$ cat config.mk
export PLATFORM = sky130hd
export DESIGN_NAME = uts_ram
export DESIGN_NICKNAME = d
export VERILOG_FILES = /design/src/uts_ram.sv
export SDC_FILE = /design/constraint.sdc
export NUM_CORES = 1
export LEC_CHECK = 0
export BUFFER_PORTS_ARGS = -buffer_cell sky130_fd_sc_hd__buf_4
export CAP_MARGIN = 40
export CORE_UTILIZATION = 50
export DETAILED_ROUTE_END_ITERATION = 12
export PLACE_DENSITY = 0.67
export SLEW_MARGIN = 20
export SYNTH_ARGS = -nofsm -noshare
export SYNTH_HDL_FRONTEND = slang
export SYNTH_SLANG_ARGS = --single-unit
$ cat constraint.sdc
create_clock -name clk -period 2.3 [get_ports clk]
set_input_delay 0.345 -clock clk [delete_from_list [all_inputs] [get_ports clk]]
set_output_delay 0.345 -clock clk [all_outputs]
set_load 0.005 [all_outputs]
$ cat src/uts_ram.sv
// Generic single-write, single-read RAM with registered read data.
module uts_ram #(
  parameter int WIDTH = 8,
  parameter int DEPTH = 16
) (
  input  logic                     clk,
  input  logic                     we,
  input  logic [$clog2(DEPTH)-1:0] waddr,
  input  logic [WIDTH-1:0]         wdata,
  input  logic [$clog2(DEPTH)-1:0] raddr,
  output logic [WIDTH-1:0]         rdata
);

  logic [WIDTH-1:0] mem [DEPTH];

  always_ff @(posedge clk) begin
    if (we) begin
      mem[waddr] <= wdata;
    end
    rdata <= mem[raddr];
  end

endmodule

# After elaboration in Yosys (flattened, before gate mapping)
# Memories as Yosys holds them, arrays and structs flattened. A register that Yosys moved wholly into a read port is not among the register bits.
# Cells that the tools add are included.
# word_totals
mem_bits_rw	128
mem_count	1
word_cells	3
output_inout_bits	8
inputBits	18
register_bits	0
# mem_list
memory	words	width	read_ports	rd_clocked_by_memory_dff	write_ports	line_no	rtl
mem	16	8	1	1	1	14	logic [WIDTH-1:0] mem [DEPTH];
# op_classes
muxes	2
# ops
op	count
$mux 1	2

# Logic depth before layout (Yosys ltp)
# Gate-level depths: netlist (run 1).
# logic_depth
depth_word	2
ltp_mapped	5
mapped_depth_nobuf	3

# Worst setup path before layout (run 1)
# OpenSTA, ideal clock, no wires.
# synth_timing
path_kind	input -> register
start	input waddr[2]
end	memory mem[0][0], enable pin
slack_ns	0.462
cell_stages	2
t_arrival_ns	1.455
n_path_buf	0
required_time_ns	1.917
setup_ns	0.383
path_cell_list	or3b_2 > nor3_1
# synth_rtl
element	line_no	rtl
start: declaration	8	input logic [$clog2(DEPTH)-1:0] waddr,
end: declaration	14	
# Straight into the memory's write port.

==> impl_metrics.json, run 1 <==
{
  "h-tree-depth": 4,
  "p_switching_mw": 1.15,
  "fp.dieW_um": 103,
  "grt_pass1_wl_mm": 13.8,
  "reg2reg_to": "rdata[5]$_DFF_P_",
  "die_y_um": 103,
  "worstPathArrival_ns": 1.80,
  "finalHoldViolCount": 0,
  "p_per_area_nw_per_um2": 898,
  "core_area_um2": 9860,
  "power.internal_mw": 4.33,
  "wl_per_cell_um": 21.8,
  "cts_buffers": 17,
  "pwr-share-clk_pct": 44.3,
  "p_leak_nw": 2.06,
  "ys_ff_latch": 136,
  "clkTransAtPathRegs_ns": 0.06,
  "maxCapViolCount": 0,
  "synthDistinctLibCells": 19,
  "ys_seq_area_share_pct": 77.8,
  "worstPathRequired_ns": 2.70,
  "critPathKind": "flop to flop",
  "fin_crit_ns": 1.40,
  "synth_nets": 247,
  "postCtsSetupBuffers": 0,
  "synth_edf_count": 128,
  "synth_ff_type": "edfxtp_1",
  "min_path_cells": 1,
  "slew_headroom_pct": 47.0,
  "final_cell_mix": "edfxtp_1 (128), buf_4 (41), mux4_2 (18)",
  "synth.avg_cell_area_um2": 22.5,
  "start_util_pct": 52.2,
  "status": "finished clean",
  "final_common_cell": "edfxtp_1",
  "fin_crit_sh_pct": 60.8,
  "endpoint_kind": "flop",
  "gp_congestion": 0.691,
  "pwr-share-comb_pct": 4.8,
  "min_to": "mem[15][1]$_DFFE_PP_",
  "vias": 2402,
  "dp_hpwl_mm": 5.76,
  "ff2ff_setup_slack_ns": 0.90,
  "grt_max_degree": 33,
  "io_pins": 26,
  "postRouteWirelength_mm": 9.30,
  "maxSlewViolCount": 0,
  "seqPwrFrac_pct": 50.9,
  "final_util_pct": 61.8,
  "clk_path_buf_depth": 2,
  "vdd_drop_max_v": 0.000481,
  "cts_hold_buf": 0,
  "cts_root_buffer": "clkbuf_8",
  "portBuffers": 25,
  "hp-start": "wdata[1]",
  "fin_nets": 298,
  "r2r-start": "mem[1][5]$_DFFE_PP_",
  "fin_skew_ns": 0.0126,
  "clkLatencyLatePin_ns": 0.51,
  "diodes": 0,
  "drive_above_1_share_pct": 30.7,
  "synth_warnings": 0,
  "cts_sinks": 136,
  "max_freq_mhz": 715,
  "setup_viol": 0,
  "async_reset_ff_share_pct": 0,
  "num_rows": 36,
  "post_drt_via_cell_ratio": 5.64,
  "area_delta_synth_final_pct": 18.5,
  "cts_resized": 0,
  "drt-pass1-iter-count": 4,
  "tightest_slew_ns": 0.793,
  "power_switching_share_pct": 21.0,
  "worstPathMaxFanout": 1,
  "ff2ff_path_depth": 3,
  "syn_area_um2": 5150,
  "min_path_type": "primary input to flop",
  "grt_usage_pct": 19.5,
  "final_antenna_net_count": 0,
  "drt_iter0_markers": 149,
  "grt_pass1_vias": 2365,
  "drcViolationCount": 0,
  "die_area_um2": 10700,
  "cts_tree": "yes",
  "start_kind": "flop",
  "overflow": 0,
  "synth_cells": 229,
  "antenna_found_initial": 0,
  "rsz0062_at_grt": "no",
  "fin_setup_tns_ns": 0
}
-- through the flow --
step           hold slack (ns)  std cells  total power [mW]  worst slack [ns]  area [µm²]
2_1_floorplan            0.444        229              2.98             0.462        5150
3_3_place_gp             0.651        394              3.10             0.401        5560
3_5_place_dp             0.650        394              3.11             0.400        5560
4_1_cts                  0.109        426              5.51             0.890        6100
5_1_grt                  0.129        426              5.64             0.862        6100
6_report                 0.126        426              5.48             0.901        6100
-- cell type report --
type | count | area, µm²
fill | 660 | 3760
tap | 133 | 166
sequential | 136 | 4000
clock buffer | 18 | 418
multi-input combinational | 83 | 1060
clock inverter | 14 | 128
timing repair buffer | 42 | 328
-- power by group through the flow --
stage | Clock, mW | Combinational [mW] | Sequential (mW)
after global placement | 0 | 0.261 | 2.84
after floorplan | 0 | 0.141 | 2.84
after global routing | 2.56 | 0.287 | 2.79
after detailed placement | 0 | 0.266 | 2.84
after CTS | 2.45 | 0.267 | 2.79
final | 2.42 | 0.263 | 2.79
-- per-layer routing --
layer | vias up | GRT usage, % | share of wire [%]
li1 | 1076 | - | -
met3 | 9 | 4.84 | 3.7
met2 | 61 | 30.4 | 49
met4 | 0 | 7.37 | 1.4
met5 | - | 0 | 0
met1 | 1256 | 26.8 | 46
-- Yosys cell counts (2+ instances only) --
cell type	n	area, µm²
buf_6	3	33.8
dfxtp_1	8	160
nand2b_1	2	12.5
nand2_1	9	33.8
mux4_2	18	405
a22oi_1	16	120
clkdlybuf4s25_2	3	30.0
nor3_1	4	20.0
nor2_1	13	48.8
edfxtp_1	128	3840
buf_2	3	15.0
nand3b_1	2	15.0
mux4_1	14	368
-- flip-flops by register name, summed over array words and instances, names as in the netlist --
register  cells
rdata         8
mem         128
-- how the worst max path moves through the flow --
stage                              startpoint             endpoint  slack [ns]  cells past startpoint
after floorplan                      waddr[2]  mem[0][0]$_DFFE_PP_        0.46                      2
after global placement               raddr[0]     rdata[4]$_DFF_P_        0.40                      5
after detailed placement             raddr[0]     rdata[4]$_DFF_P_        0.40                      5
after CTS                 mem[1][5]$_DFFE_PP_     rdata[5]$_DFF_P_        0.89                      3
after global routing                 raddr[0]     rdata[2]$_DFF_P_        0.86                      5
final                     mem[1][5]$_DFFE_PP_     rdata[5]$_DFF_P_        0.90                      3
-- cells by family after synthesis --
family          synth area share (%)
buf+inv                         1.68
mux                             15.0
flops                           77.8
compound gates                  2.33
simple gates                    3.18
-- critical path, cell delays in order, from the launching register on --
cell      delay (ns)
edfxtp_1        0.36
mux4_1          0.51
a22oi_1         0.33
nand2_1         0.08
Note: power is estimated with default switching activity, not from simulation.
==> run 2: changes to the inputs <==
- PLACE_DENSITY: 0.67 -> 0.7
- clock period: 2.3 -> 1.26 ns (I/O delays scaled with it)
==> impl_metrics.json, run 2 (synthesis results as in run 1) <==
{
  "min_path_cells": 4,
  "antenna_found_initial": 0,
  "slew_headroom_pct": 67.6,
  "die_y_um": 103,
  "clkTransAtPathRegs_ns": 0.06,
  "grt_max_degree": 17,
  "dp_slack_ns": -0.302,
  "overflow": 0,
  "p_per_area_nw_per_um2": 1640,
  "fp.dieW_um": 103,
  "io_pins": 26,
  "postRouteWirelength_mm": 9.67,
  "cp_cell_sequence": "mux4_2, a22oi_2, nand2_1",
  "cts_sinks": 136,
  "ff2ff_path_depth": 3,
  "area_delta_synth_final_pct": 25.6,
  "drcViolationCount": 0,
  "power_switching_share_pct": 19.5,
  "h-tree-depth": 4,
  "grt_pass1_wl_mm": 14.6,
  "cts_root_buffer": "clkbuf_8",
  "maxSlewViolCount": 0,
  "power.internal_mw": 8.55,
  "tightest_slew_ns": 0.486,
  "core_area_um2": 9860,
  "cts_tree": "yes",
  "min_to": "rdata[3]$_DFF_P_",
  "worstPathMaxFanout": 1,
  "fin_crit_ns": 1.27,
  "worstPathArrival_ns": 1.67,
  "rsz0062_at_grt": "yes",
  "max_freq_mhz": 787,
  "critPathKind": "flop to flop",
  "crit_path_top_delay_cell": "mux4_2",
  "dpl_cell_area_um2": 5740,
  "num_rows": 36,
  "final_util_pct": 65.5,
  "setup_viol": 2,
  "stdcell_area_um2": 6460,
  "clkLatencyLatePin_ns": 0.52,
  "post_drt_via_cell_ratio": 5.55,
  "drt_iter0_markers": 134,
  "start_util_pct": 52.2,
  "p_switching_mw": 2.07,
  "max_stage_delay_ns": 0.47,
  "pwr-share-clk_pct": 46.6,
  "worstPathRequired_ns": 1.66,
  "fin_ws_ns": -0.0114,
  "clk_path_buf_depth": 2,
  "die_area_um2": 10700,
  "fin_setup_tns_ns": -0.0118,
  "fin_nets": 317,
  "maxCapViolCount": 0,
  "ff2ff_setup_slack_ns": -0.01,
  "endpoint_kind": "flop",
  "reg2reg_to": "rdata[2]$_DFF_P_",
  "vias": 2469,
  "fin_cells": 445,
  "drt-pass1-iter-count": 4,
  "fin_skew_ns": 0.0161,
  "status": "complete, but fails checks",
  "cts_buffers": 17,
  "final_cell_mix": "edfxtp_1 (128), buf_4 (44), mux4_2 (26)",
  "grt_usage_pct": 21.0,
  "diodes": 0,
  "pwr-share-comb_pct": 5.5,
  "start_kind": "flop",
  "r2r-start": "mem[0][2]$_DFFE_PP_",
  "reg_top3": "mem: 128 flops, rdata: 8 flops",
  "hp-start": "raddr[2]",
  "seqPwrFrac_pct": 47.9,
  "placed_cells": 404,
  "portBuffers": 25,
  "postCtsSetupBuffers": 0,
  "grt_pass1_vias": 2504,
  "final_antenna_net_count": 0,
  "p_leak_nw": 2.19,
  "largest_register": "mem",
  "final_common_cell": "edfxtp_1",
  "largest_reg_flops": 128,
  "violations": "negative setup slack",
  "fin_crit_sh_pct": 101,
  "dp_hpwl_mm": 6.32,
  "wl_per_cell_um": 21.7,
  "finalHoldViolCount": 0,
  "vdd_drop_max_v": 0.000900,
  "gp_congestion": 0.727,
  "min_path_type": "primary input to flop",
  "drive_above_1_share_pct": 39.7
}
## run 2: worst max-delay path: cells and delay by family (launching register included)
kind / cells / cell delay (ns)
AO/OA/AOI/OAI: 1 / 0.22
AND/OR/NAND/NOR: 1 / 0.09
multiplexers: 1 / 0.47
flip-flops: 1 / 0.37
## run 2: how the worst max path moves through the flow
| stage | startpoint | cells past startpoint | slack [ns] | endpoint |
|---|---|---|---|---|
| finish | mem[0][2]$_DFFE_PP_ | 3 | -0.01 | rdata[2]$_DFF_P_ |
| global route | mem[3][2]$_DFFE_PP_ | 3 | -0.05 | rdata[2]$_DFF_P_ |
| CTS | mem[2][2]$_DFFE_PP_ | 3 | -0.02 | rdata[2]$_DFF_P_ |
| detailed placement | raddr[0] | 5 | -0.30 | rdata[0]$_DFF_P_ |
| global placement | raddr[0] | 5 | -0.29 | rdata[0]$_DFF_P_ |
| floorplan | raddr[0] | 5 | -0.04 | rdata[2]$_DFF_P_ |
## run 2: final cells by class
cell class / instances / area, µm²
Clock buffer: 19 / 422
Clock inverter: 13 / 179
Fill cell: 648 / 3400
Multi-Input combinational cell: 83 / 1100
Sequential cell: 136 / 4000
Tap cell: 133 / 166
Timing Repair Buffer: 61 / 591
## run 2: stage by stage
stage                     hold WS, ns  total power, mW
after global routing            0.160             11.0
after global placement          0.492             5.72
after detailed placement        0.504             5.73
after floorplan                 0.288             5.46
after CTS                       0.143             10.7
final                           0.147             10.6
## run 2: power by group through the flow
stage          logic, mW  clock network, mW  registers (mW)
2_1_floorplan      0.281                  0            5.18
3_3_place_gp       0.539                  0            5.18
3_5_place_dp       0.550                  0            5.18
4_1_cts            0.587               5.04            5.09
5_1_grt            0.634               5.22            5.10
6_report           0.587               4.95            5.09
## run 2: repair_timing
action,CTS,global route
hold buffers,8,0
endpoints found under the hold margin,128,0
pin swaps,3,3
gates resized for setup,6,3
endpoints found under the setup margin,8,8
## run 2: per-layer routing
| layer | wire length, µm | vias up | global-route usage, % |
|---|---|---|---|
| li1 | - | 1110 | - |
| met1 | 4150 | 1279 | 27.2 |
| met2 | 4890 | 67 | 33.3 |
| met3 | 469 | 13 | 5.58 |
| met4 | 161 | 0 | 10.1 |
| met5 | 0 | - | 0 |
==> run 3: changes to the inputs <==
- CELL_PAD_IN_SITES_DETAIL_PLACEMENT: default -> 1
- CELL_PAD_IN_SITES_GLOBAL_PLACEMENT: default -> 1
- CORE_UTILIZATION: 50 -> 48
- PLACE_DENSITY: 0.7 -> default
- PLACE_DENSITY_LB_ADDON: default -> 0.1
==> impl_metrics.json, run 3 (synthesis results as in run 1) <==
{
  "fin_crit_sh_pct": 105,
  "fin_setup_tns_ns": -0.293,
  "postRouteWirelength_mm": 11.6,
  "critPathCapture": "rdata[7]$_DFF_P_",
  "vdd_drop_max_v": 0.000921,
  "final_util_pct": 63.1,
  "drive_above_1_share_pct": 40.9,
  "critPathLaunch": "mem[11][7]$_DFFE_PP_",
  "p_leak_nw": 2.24,
  "cts_sinks": 136,
  "wl_per_cell_um": 25.3,
  "hp-start": "waddr[1]",
  "cts_buffers": 17,
  "die_y_um": 106,
  "grt_pass1_vias": 2861,
  "cts_tree": "yes",
  "worstPathRequired_ns": 1.67,
  "final_cell_mix": "edfxtp_1 (128), buf_4 (49), mux4_2 (26)",
  "rsz0062_at_grt": "yes",
  "start_util_pct": 49.6,
  "grt_pass1_wl_mm": 17.8,
  "clk_path_buf_depth": 2,
  "maxUsedRoutingLayer": "met4",
  "final_antenna_net_count": 0,
  "clkLatencyLatePin_ns": 0.53,
  "dpl_cell_area_um2": 5850,
  "ff2ff_path_depth": 3,
  "tightest_slew_ns": 0.786,
  "portBuffers": 25,
  "fp.dieW_um": 106,
  "dp_hpwl_mm": 7.31,
  "fin_crit_ns": 1.32,
  "drt-pass1-iter-count": 4,
  "gp_congestion": 0.697,
  "io_pins": 26,
  "core_area_um2": 10400,
  "drcViolationCount": 0,
  "fin_ws_ns": -0.0591,
  "largest_reg_flops": 128,
  "cts_root_buffer": "clkbuf_8",
  "grt_usage_pct": 23.6,
  "start_kind": "flop",
  "ff2ff_setup_slack_ns": -0.06,
  "fin_skew_ns": 0.00531,
  "fillerInstances": 883,
  "die_area_um2": 11100,
  "dr_wl_met3_um": 612,
  "vias": 2562,
  "critPathKind": "flop to flop",
  "stdcell_area_um2": 6540,
  "slew_headroom_pct": 47.4,
  "wirelength_met1_mm": 4.85,
  "reg2reg_to": "rdata[7]$_DFF_P_",
  "reg_top3": "mem: 128 flops, rdata: 8 flops",
  "h-tree-depth": 4,
  "p_per_area_nw_per_um2": 1630,
  "num_rows": 37,
  "status": "complete, but fails checks",
  "clkTransAtPathRegs_ns": 0.06,
  "max_freq_mhz": 758,
  "diodes": 0,
  "maxSlewViolCount": 0,
  "worstPathMaxFanout": 1,
  "post_drt_via_cell_ratio": 5.62,
  "setup_viol": 8,
  "drt_iter0_markers": 194,
  "antenna_found_initial": 0,
  "grt_max_degree": 17,
  "finalHoldViolCount": 0,
  "fin_nets": 325,
  "largest_register": "mem",
  "min_path_type": "primary input to flop",
  "endpoint_kind": "flop",
  "worstPathArrival_ns": 1.73,
  "r2r-start": "mem[11][7]$_DFFE_PP_",
  "overflow": 0,
  "wl_met2_mm": 5.92,
  "area_delta_synth_final_pct": 27.1,
  "final_common_cell": "edfxtp_1",
  "maxCapViolCount": 0,
  "violations": "negative setup slack"
}
[run 3: cell types whose count changed in the layout (fill, tap and decap cells not counted)]
cell       before  now
buf_4          44   49
a22oi_1         8   11
a22oi_2         8    5
buf_12          9   12
clkinv_4        2    5
clkbuf_1        2    0
bufinv_16       4    3
clkinv_2        3    2
inv_6           0    1
[run 3: worst min-delay path by stage]
stage	end	slack [ns]	cells after the start
after floorplan	mem[0][0]$_DFFE_PP_	0.29	0
after global placement	mem[5][2]$_DFFE_PP_	0.50	1
after detailed placement	mem[5][2]$_DFFE_PP_	0.52	1
after CTS	mem[0][7]$_DFFE_PP_	0.14	3
after global routing	mem[0][0]$_DFFE_PP_	0.17	3
final	mem[0][0]$_DFFE_PP_	0.16	3
[run 3: repair_timing]
item,4_1_cts,5_1_grt
hold endpoints to repair,128,0
setup endpoints to repair,8,8
buffers inserted,0,0
hold buffers,8,0
gates resized for setup,5,1
pin swaps,4,0
[run 3: stage by stage]
step           power, mW  instances  hold WS [ns]  setup slack, ns
4_1_cts             10.7        455         0.144          -0.0840
2_1_floorplan       5.46        229         0.288          -0.0361
6_report            10.6        456         0.162          -0.0591
3_3_place_gp        5.77        416         0.503           -0.356
3_5_place_dp        5.79        416         0.518           -0.366
5_1_grt             10.9        456         0.166           -0.115
[run 3: cell type report]
class	count	area [µm²]	share of cell area (%)
timing repair buffer	69	688	10.5
clock buffer	17	414	6.33
tap	136	170	2.60
clock inverter	15	179	2.73
sequential	136	4000	61.2
multi-input combinational	83	1090	16.6
[run 3: where the power goes]
| group | switching [mW] | leakage [nW] | internal, mW |
|---|---|---|---|
| Combinational | 0.305 | 0.733 | 0.322 |
| Clock | 1.91 | 0.282 | 3.02 |
| Sequential | 0.0381 | 1.22 | 5.06 |
[run 3: worst max-delay path, stage by stage (launching register included)]
cell	delay, ns
edfxtp_1	0.38
mux4_2	0.50
a22oi_2	0.22
nand2_1	0.10
[run 3: per-layer routing]
metal  vias up  GRT usage (%)
met3        15           5.75
met5         -              0
met2        76           38.0
li1       1125              -
met4         0           7.84
met1      1346           31.9
